$ cat src/ppa_pkg.sv
// Shared types and codes of the port pair pool allocator.
// No dependencies.
package ppa_pkg;

	localparam int unsigned PORT_W  = 16;
	localparam int unsigned ENTRY_W = 17;
	localparam int unsigned OP_W    = 2;
	localparam int unsigned ST_W    = 2;
	localparam int unsigned CFG_ADDR_W = 2;

	// slots one release needs
	localparam int unsigned PAIR_SLOTS = 2;

	localparam logic [OP_W-1:0] OP_ALLOC   = 2'd0;
	localparam logic [OP_W-1:0] OP_RELEASE = 2'd1;
	localparam logic [OP_W-1:0] OP_REFILL  = 2'd2;

	localparam logic [ST_W-1:0] ST_OK       = 2'd0;
	localparam logic [ST_W-1:0] ST_EMPTY    = 2'd1;
	localparam logic [ST_W-1:0] ST_RANGE    = 2'd2;
	localparam logic [ST_W-1:0] ST_OVERFLOW = 2'd3;

	localparam logic [CFG_ADDR_W-1:0] REG_FIRST_PORT = 2'd0;
	localparam logic [CFG_ADDR_W-1:0] REG_LAST_PORT  = 2'd1;

	localparam logic [PORT_W-1:0] PORT_MAX = 16'hFFFF;

	typedef struct packed {
		logic [OP_W-1:0]   operation;
		logic [PORT_W-1:0] port;
	} req_t;

	typedef struct packed {
		logic [PORT_W-1:0] granted_port;
		logic [ST_W-1:0]   status;
	} rsp_t;

	typedef struct packed {
		logic [PORT_W-1:0] first_port;
		logic [PORT_W-1:0] last_port;
	} cfg_t;

endpackage

$ cat src/ppa_ctrl.sv
// Sequencer of the port pair pool allocator: queue pointers, bounds,
// reads and writes of the free list and the result register.
// Depends on ppa_pkg; drives ppa_store.
module ppa_ctrl #(
	parameter int unsigned POOL_DEPTH = 4096,
	localparam int unsigned IW = $clog2(POOL_DEPTH),
	localparam int unsigned CW = $clog2(POOL_DEPTH + 1)
) (
	input  logic                        clk,
	input  logic                        arst_n,
	input  ppa_pkg::cfg_t               cfg,
	input  logic                        req_valid,
	output logic                        req_ready,
	input  ppa_pkg::req_t               req,
	output logic                        rsp_valid,
	input  logic                        rsp_ready,
	output ppa_pkg::rsp_t               rsp,
	output logic                        mem_we,
	output logic [IW-1:0]               mem_waddr,
	output logic [ppa_pkg::ENTRY_W-1:0] mem_wdata,
	output logic                        mem_re,
	output logic [IW-1:0]               mem_raddr,
	input  logic [ppa_pkg::ENTRY_W-1:0] mem_rdata
);
	import ppa_pkg::*;

	typedef enum logic [5:0] {
		S_IDLE   = 6'b000001,
		S_ALLOC1 = 6'b000010,
		S_ALLOC2 = 6'b000100,
		S_REL2   = 6'b001000,
		S_FILL   = 6'b010000,
		S_FIN    = 6'b100000
	} state_t;

	localparam logic [IW-1:0] LAST_IDX = IW'(POOL_DEPTH - 1);
	localparam logic [CW-1:0] DEPTH_C  = CW'(POOL_DEPTH);
	localparam logic [CW-1:0] PAIR_C   = CW'(PAIR_SLOTS);

	state_t state_q, state_d;
	logic [IW-1:0] head_q, head_d, tail_q, tail_d;
	logic [CW-1:0] count_q, count_d;
	logic [PORT_W-1:0] low_q, low_d, high_q, high_d;
	logic [PORT_W-1:0] port_q, port_d, fill_q, fill_d, fill_hi_q, fill_hi_d;
	rsp_t res_q, res_d, rsp_q, rsp_d;
	logic rsp_valid_q, rsp_valid_d;

	logic slot_free;
	logic fin;
	rsp_t fin_rsp;
	logic [1:0] pops;
	logic [IW:0] head_sum;
	logic [IW-1:0] head_p1, tail_inc;
	logic [CW-1:0] free_cnt;
	logic [PORT_W-1:0] lo, hi;
	logic range_bad;

	assign slot_free = !rsp_valid_q || rsp_ready;
	assign head_p1   = (head_q == LAST_IDX) ? '0 : head_q + 1'b1;
	assign tail_inc  = (tail_q == LAST_IDX) ? '0 : tail_q + 1'b1;
	assign free_cnt  = DEPTH_C - count_q;
	assign lo        = cfg.first_port + {{(PORT_W-1){1'b0}}, cfg.first_port[0]};
	assign hi        = cfg.last_port[0] ? cfg.last_port : cfg.last_port - 1'b1;
	assign range_bad = (req.port < low_q) || (req.port > high_q);

	always_comb begin
		state_d     = state_q;
		head_d      = head_q;
		tail_d      = tail_q;
		count_d     = count_q;
		low_d       = low_q;
		high_d      = high_q;
		port_d      = port_q;
		fill_d      = fill_q;
		fill_hi_d   = fill_hi_q;
		res_d       = res_q;
		rsp_d       = rsp_q;
		rsp_valid_d = rsp_valid_q && !rsp_ready;
		mem_we      = 1'b0;
		mem_waddr   = tail_q;
		mem_wdata   = '0;
		mem_re      = 1'b0;
		mem_raddr   = head_q;
		fin         = 1'b0;
		fin_rsp     = '{granted_port: '0, status: ST_OK};
		pops        = 2'd0;
		head_sum    = '0;

		unique case (state_q)
			S_IDLE: begin
				if (req_valid) begin
					unique case (req.operation)
						OP_ALLOC: begin
							if (count_q == '0) begin
								fin = 1'b1;
								fin_rsp.status = ST_EMPTY;
							end else begin
								mem_re  = 1'b1;
								state_d = S_ALLOC1;
							end
						end
						OP_RELEASE: begin
							if (range_bad) begin
								fin = 1'b1;
								fin_rsp.status = ST_RANGE;
							end else if (free_cnt < PAIR_C) begin
								fin = 1'b1;
								fin_rsp.status = ST_OVERFLOW;
							end else begin
								mem_we    = 1'b1;
								mem_wdata = {1'b0, req.port};
								tail_d    = tail_inc;
								count_d   = count_q + 1'b1;
								port_d    = req.port;
								state_d   = S_REL2;
							end
						end
						OP_REFILL: begin
							if (cfg.first_port == PORT_MAX || cfg.last_port == '0) begin
								low_d  = PORT_W'(1);
								high_d = '0;
								fin    = 1'b1;
							end else begin
								low_d  = lo;
								high_d = hi;
								if (lo > hi) begin
									fin = 1'b1;
								end else begin
									fill_d    = lo;
									fill_hi_d = hi;
									state_d   = S_FILL;
								end
							end
						end
						default: begin
							fin = 1'b1;
						end
					endcase
				end
			end
			S_ALLOC1: begin
				if (!mem_rdata[0]) begin
					pops = (count_q >= PAIR_C) ? 2'd2 : 2'd1;
					fin  = 1'b1;
					fin_rsp.granted_port = mem_rdata[PORT_W-1:0];
				end else if (count_q >= PAIR_C) begin
					mem_re    = 1'b1;
					mem_raddr = head_p1;
					state_d   = S_ALLOC2;
				end else begin
					pops = 2'd1;
					fin  = 1'b1;
					fin_rsp.status = ST_EMPTY;
				end
			end
			S_ALLOC2: begin
				pops = (count_q > PAIR_C) ? 2'd3 : 2'd2;
				fin  = 1'b1;
				fin_rsp.granted_port = mem_rdata[PORT_W-1:0];
			end
			S_REL2: begin
				mem_we    = 1'b1;
				mem_wdata = {1'b0, port_q} + ENTRY_W'(1);
				tail_d    = tail_inc;
				count_d   = count_q + 1'b1;
				fin       = 1'b1;
			end
			S_FILL: begin
				if (count_q == DEPTH_C) begin
					fin = 1'b1;
					fin_rsp.status = ST_OVERFLOW;
				end else begin
					mem_we    = 1'b1;
					mem_wdata = {1'b0, fill_q};
					tail_d    = tail_inc;
					count_d   = count_q + 1'b1;
					if (fill_q == fill_hi_q) begin
						fin = 1'b1;
					end else begin
						fill_d = fill_q + 1'b1;
					end
				end
			end
			S_FIN: begin
				if (slot_free) begin
					rsp_valid_d = 1'b1;
					rsp_d       = res_q;
					state_d     = S_IDLE;
				end
			end
			default: begin
				state_d = S_IDLE;
			end
		endcase

		if (pops != 2'd0) begin
			head_sum = {1'b0, head_q} + (IW+1)'(pops);
			if (head_sum >= (IW+1)'(POOL_DEPTH)) begin
				head_sum = head_sum - (IW+1)'(POOL_DEPTH);
			end
			head_d  = head_sum[IW-1:0];
			count_d = count_q - CW'(pops);
		end

		if (fin) begin
			if (slot_free) begin
				rsp_valid_d = 1'b1;
				rsp_d       = fin_rsp;
				state_d     = S_IDLE;
			end else begin
				res_d   = fin_rsp;
				state_d = S_FIN;
			end
		end
	end

	always_ff @(posedge clk or negedge arst_n) begin
		if (!arst_n) begin
			state_q     <= S_IDLE;
			head_q      <= '0;
			tail_q      <= '0;
			count_q     <= '0;
			low_q       <= '0;
			high_q      <= '0;
			rsp_valid_q <= 1'b0;
		end else begin
			state_q     <= state_d;
			head_q      <= head_d;
			tail_q      <= tail_d;
			count_q     <= count_d;
			low_q       <= low_d;
			high_q      <= high_d;
			rsp_valid_q <= rsp_valid_d;
		end
	end

	always_ff @(posedge clk) begin
		port_q    <= port_d;
		fill_q    <= fill_d;
		fill_hi_q <= fill_hi_d;
		res_q     <= res_d;
		rsp_q     <= rsp_d;
	end

	assign req_ready = (state_q == S_IDLE);
	assign rsp_valid = rsp_valid_q;
	assign rsp       = rsp_q;

endmodule

$ cat config.mk
export PLATFORM = sky130hd
export DESIGN_NAME = ppa_ctrl
export DESIGN_NICKNAME = d
export VERILOG_FILES = /design/src/ppa_pkg.sv /design/src/ppa_ctrl.sv
export SDC_FILE = /design/constraint.sdc
export NUM_CORES = 1
export LEC_CHECK = 0
export BUFFER_PORTS_ARGS = -buffer_cell sky130_fd_sc_hd__buf_2
export CAP_MARGIN = 20
export CORE_UTILIZATION = 34
export CTS_BUF_LIST = sky130_fd_sc_hd__clkbuf_2 sky130_fd_sc_hd__clkbuf_4 sky130_fd_sc_hd__clkbuf_8
export DETAILED_ROUTE_END_ITERATION = 7
export PLACE_DENSITY = 0.49
export RECOVER_POWER = 50
export SLEW_MARGIN = 20
export SYNTH_ARGS = -nofsm -noshare
export SYNTH_HDL_FRONTEND = slang
export SYNTH_SLANG_ARGS = --single-unit
$ cat constraint.sdc
create_clock -name clk -period 6.9 [get_ports clk]
set_input_delay 1.035 -clock clk [delete_from_list [all_inputs] [get_ports clk]]
set_output_delay 1.035 -clock clk [all_outputs]
set_load 0.01 [all_outputs]
---- Yosys cells after proc, flatten, opt, wreduce, memory -nomap -nowiden ----
Cells that the tools add are included.
word-level totals
  bits in registers ....................... 160
  bits in latches ......................... 0
  memory bits (read-only) ................. 0
  memories ................................ 0
  word-level logic and storage cells ...... 193
  input port bits ......................... 71
  RAM bits ................................ 0
cells by class
  shift-type cells ........................ 0
  multipliers ............................. 0
  reduce and logical (&&, ||, !) cells .... 23
  equality and inequality tests ........... 38
  bitwise gates (word level) .............. 5
  order comparisons ....................... 7
  divide/modulo/power cells ............... 0
  $add $sub $neg .......................... 11
  multiplexer cells ....................... 95
operators by type and width
  kind                                                                   number
  16-bit two-way mux                                                     15
  12-bit two-way mux                                                     11
  13-bit two-way mux                                                     6
  18-bit two-way mux                                                     4
  6-bit two-way mux                                                      11
  16-bit one-hot mux with 2 select lines                                 2
  17-bit one-hot mux with 3 select lines                                 1
  13-bit one-hot mux with 3 select lines                                 1
  12-bit one-hot mux with 3 select lines                                 1
  16-bit > comparator                                                    2
  1-bit two-way mux                                                      27
  12-bit by 1-bit adder with 12-bit output (second input constant)       2
  12-bit equality test (second input constant)                           2
  6-bit one-hot mux with 4 select lines                                  1
  4-bit inequality test (second input constant)                          5
  6-bit one-hot mux with 3 select lines                                  1
  16-bit by 1-bit adder with 17-bit output (second input constant)       1
  16-bit by 1-bit adder with 16-bit output                               1
  16-bit by 1-bit adder with 16-bit output (second input constant)       1
  16-bit equality test                                                   1
  16-bit equality test (second input constant)                           1
  16-bit logical NOT                                                     1
  16-bit < comparator                                                    1
  16-bit by 1-bit subtractor with 16-bit output (second input constant)  1
  47 further kinds                                                       79

---- Depth between registers and ports, before layout ----
Gate-level depths: netlist of the first run.
  depth after elaboration ................. 10
  mapped depth ............................ 19
  depth with buffers taken out ............ 17

---- Least setup slack after synthesis of the first run ----
Ideal clock, no wire load.
  path kind ............................... input to register
  start ................................... input cfg[11] (netlist name)
  end ..................................... register res_q[0] (netlist name) (enable)
  setup time .............................. 416 ps
  cell stages on the path ................. 12
  path slack .............................. 1946 ps
  path buffers ............................ 0
  required time ........................... 6484 ps
  arrival ................................. 4538 ps
  cell sequence ........................... or4_4 or4_4 nor2_1 xnor2_1 ha_1 nand4_1 nor2_1 nand3_1 o22ai_1 o31a_4 o22ai_2 nor3_1
on the way
  longest elaborated chain between the ends .. 9
  elaborated cells on any way between the ends .. 11
RTL lines
  element                                        line             text
  start, declared                                ppa_ctrl.sv:11   input ppa_pkg::cfg_t cfg,
  16-bit by 1-bit subtractor with 16-bit output  ppa_ctrl.sv:63   assign hi = cfg.last_port[0] ? cfg.last_port : cfg.last_port - 1'b1;
  16-bit two-way mux                             ppa_ctrl.sv:63
  16-bit > comparator                            ppa_ctrl.sv:126  if (lo > hi) begin
  1-bit two-way mux                              ppa_ctrl.sv:126
  1-bit two-way mux *                            ppa_ctrl.sv:119  if (cfg.first_port == PORT_MAX || cfg.last_port == '0) begin
  1-bit one-hot mux with 3 select lines *        ppa_ctrl.sv:92   unique case (req.operation)
  1-bit two-way mux *                            ppa_ctrl.sv:91   if (req_valid) begin
  1-bit one-hot mux with 4 select lines *        ppa_ctrl.sv:89   unique case (state_q)
  2-bit AND reduction (no source line) *         n/a
  end signal, assigned                           ppa_ctrl.sv:241  res_q <= res_d;
  end, declared                                  ppa_ctrl.sv:45   rsp_t res_q, res_d, rsp_q, rsp_d;
Mark *: on every way between the ends. The rest lies on a longest branch, timed or not.
A chain may end at the register's enable or synchronous reset.

---- Final worst setup path of the first run ----
  start ................................... input req[15] (netlist name)
  end ..................................... output mem_we
on the way
  longest elaborated chain between the ends .. 6
  elaborated cells on any way between the ends .. 7
RTL lines
  element                                                            line             text
  start, declared                                                    ppa_ctrl.sv:14   input ppa_pkg::req_t req,
  16-bit < comparator / 16-bit > comparator (equally long branches)  ppa_ctrl.sv:64   assign range_bad = (req.port < low_q) || (req.port > high_q);
  1-bit logical OR *                                                 ppa_ctrl.sv:64
  1-bit two-way mux *                                                ppa_ctrl.sv:103  if (range_bad) begin
  1-bit two-way mux *                                                ppa_ctrl.sv:92
  1-bit two-way mux *                                                ppa_ctrl.sv:91
  1-bit one-hot mux with 3 select lines *                            ppa_ctrl.sv:89
  end, declared                                                      ppa_ctrl.sv:18   output logic mem_we,
Marks and branches as above.

==> summary.md, run 1 <==
| Metric | Value |
|---|---|
| Worst hold path class | `primary input to async pin` |
| CTS tree | `yes` |
| Seq/Total Area, Yosys | `0.415` |
| Reg2Reg Capture Point | `count_q[11]$_DFFE_PN0P_` |
| Vias per cell | `~5.1` |
| Switching Fraction | `0.335` |
| Area grow syn2layout | `13.9%` |
| Yosys Warn Count | `0` |
| Setup Fix Bufs, Post-CTS | `0` |
| Failing checks | `capacitance limit, slew limit` |
| Rows | `62` |
| Die area | `approximately 0.031 mm²` |
| Critical path class | `primary input to primary output` |
| Overall power | `2.90 mW` |
| PwrDens | `250 mW/mm²` |
| Static Leak | `4.93 nW` |
| Gpl congestion | `0.825` |
| Critical-path maximum fanout | `33` |
| First-pass GRT wire length | `42100 µm` |
| Vias in the first global route | `7668` |
| Mapped Nets | `1183` |
| Outcome | `complete, but fails checks` |
| Final Skew | `0.0163 ns` |
| Vias | `7967` |
| Synth Flop Type | `dfrtp_1` |
| Pin count of the biggest net entering global routing | `70` |
| Logic gate share of total power | `0.306` |
| Internal Pwr Total | `1.93 mW` |
| Initial Util | `0.350` |
| Final worst path period share | `0.755` |
| Num CTS Buffers | `17` |
| Layout cells sized above 1 | `0.151` |
| CP Capture Type | `primary output` |
| Worst-Skew Late Latency | `between 0.4 and 0.5 ns` |
| Transition time of the tightest slew-check pin | `about 4.0 ns` |
| Maxcap violations | `1` |
| Post-synthesis average cell area | `9.79 µm²` |
| Post-route ant nets | `0` |
| VDD IR max | `about 140 µV` |
| Worst Setup SP | `req[15]` |
| Pins Over Slew Limit | `70` |
| Die W | `175 µm` |
| Crit path to | `mem_we` |
| CTS root buf | `clkbuf_8` |
| Fin crit period | `5.21 ns` |
| Core ar. | `between 0.02 and 0.03 mm²` |
| Clock share of power | `0.262` |
| # H-tree levels | `4` |
| Post-synthesis register bit count | `~160` |
| Number of synthesized flops with an enable pin | `65` |
| Max Clk Rate | `0.192 GHz` |
| Total gr overflow | `0` |
| Synth Cell Area | `0.0102 mm²` |
| Final WL | `26300 µm` |
| # port buffers | `between 100 and 150` |
| Avg WL per Cell | `16.8 µm` |
| CTS resizes | `0` |
| Synthesized instance count | `1038` |
| Worst R2R Start | `count_q[7]$_DFFE_PN0P_` |
| Num Clock Sinks | `159` |
| Post-Place Cells | `around 1500` |
| Final Hold Vio Count | `0` |
| Die Span Y | `175 µm` |
| Clk slew on worst S/H paths | `around 0.09 ns` |
| Post-Layout Cell Count | `1567` |
| Longest Clk Path Bufs | `2` |
| Commonest non-fill, non-tap cell in the layout | `inv_1` |
| Hold-fix buffers at CTS | `0` |
| Final Setup Violations | `0` |
| Relative slew slack | `-1.64` |
| Psw | `approximately 1 mW` |
| Critical Path AT | `4.17 ns` |
| RSZ-0062 raised after global routing | `false` |
| Nets | `between 1000 and 1500` |
| Critical path launch point type | `primary input` |
| Sequential share of power | `0.433` |
| Asr flop ratio synth | `0.478` |
| Most frequent cells in the layout | `inv_1 (85), buf_2 (80), nor2_1 (77)` |
| Worst r2r path cells | `13` |
| Synth cell types | `76` |
| 1st-iter DRT viols | `roughly 470` |
| DRC Markers | `0` |
| I/O pin cnt | `134` |
| Req. time, crit path | `approximately 5.9 ns` |
| Final TNS setup | `0 ns` |
| Initial antenna violation count | `1` |
| GRT Total Usage | `0.175` |
| Drt first pass iters | `5` |
| Worst R2R Setup Slack | `approximately 2.2 ns` |
| DP Wirelength | `~20000 µm` |
per-layer routing:
metal  wire length (µm)  track usage  up-vias
li1                   -            -     3986
met1              13500        0.261     3799
met4                376       0.0486        0
met5                  0            0        -
met3               1050       0.0270       23
met2              11400        0.261      159
logic make-up after synthesis:
| group | synth area share |
|---|---|
| adders and majority gates | 0.0926 |
| AOI/OAI and AO/OA | 0.122 |
| buffers and inverters | 0.0457 |
| xor gates and xnor gates | 0.0888 |
| muxes | 0.0499 |
| DFF | 0.415 |
| and+or+nand+nor | 0.187 |
final cells by class:
type / count / area [µm²]
well taps: 384 / 480
multi-input cells: 765 / 5470
inverters: 86 / 323
fillers: 2988 / 17400
diodes: 1 / 2.50
repair buffers: 140 / 652
clock inverters: 11 / 165
flip-flops and latches: 159 / 4220
clock buffers: 21 / 264
registers in the layout, indices dropped and copies added, names as in the netlist:
register	flops
port_q	16
mem_waddr	12
rsp_valid	1
high_q	16
fill_hi_q	15
count_q	13
res_q	18
low_q	16
state_q	6
rsp	18
fill_q	16
head_q	12
critical path, cell delays in order:
cell and delay (ns):
clkbuf_1 0.23, ha_1 0.30, a21oi_1 0.14, o21ai_0 0.15, a2111oi_0 0.63, o211ai_1 0.26, nand4b_1 0.25, nor2_2 0.06
buf_4 0.25, nor3_4 0.45, inv_2 0.21, buf_2 0.19
stage by stage:
stage / setup slack [ns] / util / cell area, µm² / hold WS (ns)
finish: 1.69 / 0.399 / 11600 / 0.477
global route: 1.24 / 0.399 / 11600 / 0.487
CTS: 1.65 / 0.402 / 11700 / 0.350
detailed placement: 1.63 / 0.387 / 11200 / 0.475
global placement: 1.65 / 0.387 / 11200 / 0.474
floorplan: 1.95 / - / 10200 / 0.451
power by group through the flow:
stage / Clock, mW / Sequential [mW] / Combinational [mW]
2_1_floorplan: 0 / 1.25 / 0.658
3_3_place_gp: 0 / 1.27 / 0.887
3_5_place_dp: 0 / 1.27 / 0.898
4_1_cts: 0.789 / 1.25 / 0.904
5_1_grt: 0.821 / 1.28 / 1.00
6_report: 0.758 / 1.25 / 0.886
synth_stat cells, types with 3 or more instances:
library cell | instances | area [µm²]
mux2_2 | 29 | 327
ha_1 | 72 | 901
xnor2_1 | 64 | 561
a221o_1 | 16 | 160
o21ai_0 | 49 | 245
o22ai_1 | 20 | 125
mux2i_1 | 3 | 30.0
nor2b_1 | 13 | 81.3
o31ai_1 | 9 | 67.6
inv_1 | 85 | 319
nand4b_1 | 3 | 26.3
o211ai_1 | 5 | 37.5
and3_1 | 18 | 113
buf_2 | 3 | 15.0
or3_1 | 21 | 131
clkbuf_1 | 22 | 82.6
edfxtp_1 | 65 | 1950
nand3_1 | 46 | 230
nor3_1 | 20 | 100
nand2_1 | 68 | 255
nand2b_1 | 10 | 62.6
dfrtp_1 | 75 | 1880
xor2_1 | 39 | 342
nor2_1 | 77 | 289
nor4_1 | 11 | 68.8
a21oi_1 | 48 | 240
o21a_1 | 4 | 30.0
nand3b_1 | 3 | 22.5
mux2_4 | 10 | 150
a21o_1 | 6 | 45.0
and2_1 | 21 | 131
nand4_1 | 22 | 138
a21boi_0 | 3 | 22.5
or2_2 | 5 | 31.3
a211oi_1 | 3 | 22.5
dfxtp_1 | 18 | 360
worst min-delay path by stage:
stage | startpoint | depth (start not counted) | slack [ns] | end
after global placement | high_q[0]$_DFFE_PN0P_ | 2 | 0.47 | high_q[0]$_DFFE_PN0P_
after CTS | arst_n | 1 | 0.35 | high_q[14]$_DFFE_PN0P_
after detailed placement | mem_waddr[10]$_DFFE_PN0P_ | 1 | 0.47 | mem_waddr[10]$_DFFE_PN0P_
after global routing | arst_n | 1 | 0.49 | low_q[14]$_DFFE_PN0P_
after floorplan | high_q[0]$_DFFE_PN0P_ | 2 | 0.45 | high_q[0]$_DFFE_PN0P_
final | arst_n | 1 | 0.48 | high_q[14]$_DFFE_PN0P_
Note: power is estimated with default switching activity, not from simulation.
==> run 2, diff against run 1 <==
- ABC_AREA: not set -> 1
- PLACE_DENSITY: 0.49 -> 0.5
- clock period: 6.9 -> 4.5 ns (I/O delays scaled with it)
==> run 2 against run 1 <==
  * The flow still finishes with violations (capacitance limit, slew limit)
  * Setup slack worse by 1.4 ns
  * Cell area grew 5.8%
  * First-iteration DRC count rose by 12%
  * Critical path depth rose by 3
  * Clock power increased by 53%
  * Via count grew 17%
  * Final cell count grew 24%
  * Sequential power grew 77%
  * Largest power group is now combinational cells
==> summary.md, run 2 <==
| Metric | Value |
|---|---|
| Most frequent cells in the layout | `nand2_1 (333), inv_1 (239), nor2_1 (128)` |
| PwrDens | `502 mW/mm²` |
| Place WS | `between 0.2 and 0.3 ns` |
| CTS tree | `yes` |
| Fin crit period | `between 4 and 5 ns` |
| Sequential share of power | `0.360` |
| Synth Flop Type | `dfrtp_1` |
| Logic gate share of total power | `0.451` |
| Num Clock Sinks | `159` |
| Pin count of the biggest net entering global routing | `52` |
| Maxcap violations | `1` |
| Gpl congestion | `0.874` |
| Relative slew slack | `-1.20` |
| Hold-fix buffers at CTS | `0` |
| Final WL | `29600 µm` |
| Number of synthesized flops with an enable pin | `65` |
| Vias per cell | `4.80` |
| Worst R2R Start | `count_q[10]$_DFFE_PN0P_` |
| Pins Over Slew Limit | `52` |
| Critical Path AT | `between 3 and 4 ns` |
| Avg WL per Cell | `15.3 µm` |
| Clock share of power | `0.189` |
| Die W | `roughly 180 µm` |
| Worst Setup SP | `count_q[0]$_DFFE_PN0P_` |
| Initial antenna violation count | `0` |
| Final TNS setup | `0 ns` |
| RSZ-0062 raised after global routing | `false` |
| Setup Fix Bufs, Post-CTS | `0` |
| Finished Cell Area | `~0.012 mm²` |
| Post-placement cell area | `0.0119 mm²` |
| Overall power | `6.15 mW` |
| Worst-Skew Late Latency | `0.47 ns` |
| Final Setup Violations | `0` |
| Transition time of the tightest slew-check pin | `3.30 ns` |
| Area grow syn2layout | `13.6%` |
| Final worst path period share | `0.930` |
| Crit path top cell by count | `nor2_1` |
| Synth Cell Area | `0.0108 mm²` |
| DP Wirelength | `between 20000 and 25000 µm` |
| Crit path to | `mem_wdata[14]` |
| Reg2Reg Capture Point | `count_q[12]$_DFFE_PN0P_` |
| Mapped Nets | `approximately 1500` |
| Post-route ant nets | `0` |
| CP max stage delay | `0.40 ns` |
| I/O pin cnt | `134` |
| Post-synth top area share | `0.181` |
| Outcome | `complete, but fails checks` |
| Final Skew | `0.0135 ns` |
| # port buffers | `132` |
| Clk slew on worst S/H paths | `0.10 ns` |
| CP max-delay cell | `nor2_1` |
| Total gr overflow | `0` |
| Yosys Warn Count | `0` |
| Psw | `2.64 mW` |
| Synth cell types | `51` |
| Static Leak | `5.96 nW` |
| Worst r2r path cells | `21` |
| Critical path class | `flop to primary output` |
| Setup WS post-layout | `0.316 ns` |
| CP Capture Type | `primary output` |
| Rows | `64` |
| Failing checks | `capacitance limit, slew limit` |
| Asr flop ratio synth | `0.478` |
| Yosys top cell by area | `edfxtp_1` |
| Critical path launch point type | `flop` |
| Synthesized instance count | `1383` |
| Worst R2R Setup Slack | `~0.46 ns` |
| Vias | `9306` |
| Seq/Total Area, Yosys | `0.391` |
| Max Clk Rate | `0.239 GHz` |
| Post-synthesis register bit count | `159` |
| DRC Markers | `0` |
| Die area | `approximately 0.032 mm²` |
| GRT Total Usage | `0.190` |
| ANT cells | `0` |
| CTS root buf | `clkbuf_8` |
| Drt first pass iters | `5` |
| Cell Chain, Critical Path | `inv_1 -> ha_1 -> nand2_2 -> nor2_1 -> nand3_1 -> nor2_1 -> nor2_1 -> nand3b_1 -> nor2_1 -> nor2_4 -> nand3_4 -> inv_4 -> nand2_1 -> o211ai_1 -> buf_2` |
| First-pass GRT wire length | `roughly 48000 µm` |
| Post-Layout Cell Count | `about 1900` |
| Util after Layout | `0.396` |
| Die Span Y | `180 µm` |
| Initial Util | `0.348` |
| CTS resizes | `0` |
| Count leader, synth | `nand2_1` |
| Synth area leaders | `edfxtp_1 (18%), dfrtp_1 (17%), nand2_1 (12%)` |
| Nets | `between 1500 and 2000` |
| Longest Clk Path Bufs | `2` |
| Worst hold path class | `primary input to flop` |
| Critical-path maximum fanout | `32` |
| Vias in the first global route | `9218` |
| # H-tree levels | `4` |
| Num CTS Buffers | `17` |
| Post-synthesis average cell area | `7.79 µm²` |
| Commonest non-fill, non-tap cell in the layout | `nand2_1` |
| Post-Place Cells | `1906` |
| Req. time, crit path | `3.83 ns` |
| Layout cells sized above 1 | `0.114` |
| Post-synth top cells | `nand2_1 (332), inv_1 (237), nor2_1 (126)` |
| Switching Fraction | `0.430` |
| Final Hold Vio Count | `0` |
| Hold slack final | `0.452 ns` |
| Core ar. | `0.0309 mm²` |
| 1st-iter DRT viols | `524` |
| VDD IR max | `~210 µV` |
| Internal Pwr Total | `around 3.5 mW` |
==> run 2: changes by cell type after synthesis, moves of 19 or more <==
cell     change
inv_1      +152
nand3_1     +19
nor2_1      +49
nand2_1    +264
or3_1       -21
and2_1      -20
xnor2_1     -52
==> run 2: metal layers <==
metal  part of all wire  track usage  vias up
li1                   -            -     4811
met1               0.49        0.259     4316
met2               0.47        0.318      159
met3              0.029       0.0241       20
met4              0.014       0.0455        0
met5                  0            0        -
==> run 2: worst min-delay path by stage <==
| stage | to | depth (start not counted) | slack (ns) | start |
|---|---|---|---|---|
| 4_1_cts | count_q[6]$_DFFE_PN0P_ | 1 | 0.29 | arst_n |
| 5_1_grt | port_q[0]$_DFFE_PP_ | 1 | 0.43 | req[0] |
| 6_report | port_q[0]$_DFFE_PP_ | 1 | 0.45 | req[0] |
| 2_1_floorplan | count_q[0]$_DFFE_PN0P_ | 0 | 0.38 | arst_n |
| 3_3_place_gp | count_q[0]$_DFFE_PN0P_ | 2 | 0.47 | count_q[0]$_DFFE_PN0P_ |
| 3_5_place_dp | count_q[0]$_DFFE_PN0P_ | 2 | 0.47 | count_q[0]$_DFFE_PN0P_ |
==> run 2: cells by family after synthesis <==
family	synth area share
adders and majority gates	0.0874
AOI/OAI and AO/OA	0.104
DFF	0.391
muxes	0.0188
xor gates and xnor gates	0.0545
and+or+nand+nor	0.248
buffers and inverters	0.0960
==> run 2: worst max-delay path: cells and delay by family, from the launching register on <==
kind	cells	cell delay, ns
AOI/OAI and AO/OA	1	0.17
adders and majority gates	1	0.36
buffers and inverters	3	0.70
DFF	1	0.38
and+or+nand+nor	10	1.40
==> run 2: final cells by class <==
type | count | area [µm²]
Timing Repair Buffer | 147 | 688
Inverter | 243 | 915
Clock inverter | 14 | 179
Multi-Input combinational cell | 961 | 5500
Sequential cell | 159 | 4220
Tap cell | 396 | 495
Clock buffer | 18 | 241
Fill cell | 3292 | 18700
==> run 2: power groups by stage <==
| stage | clock (mW) | sequential (mW) | combinational (mW) |
|---|---|---|---|
| floorplan | 0 | 2.23 | 2.02 |
| global placement | 0 | 2.24 | 2.81 |
| detailed placement | 0 | 2.24 | 2.84 |
| CTS | 1.21 | 2.21 | 2.85 |
| global route | 1.26 | 2.28 | 3.20 |
| finish | 1.16 | 2.21 | 2.77 |
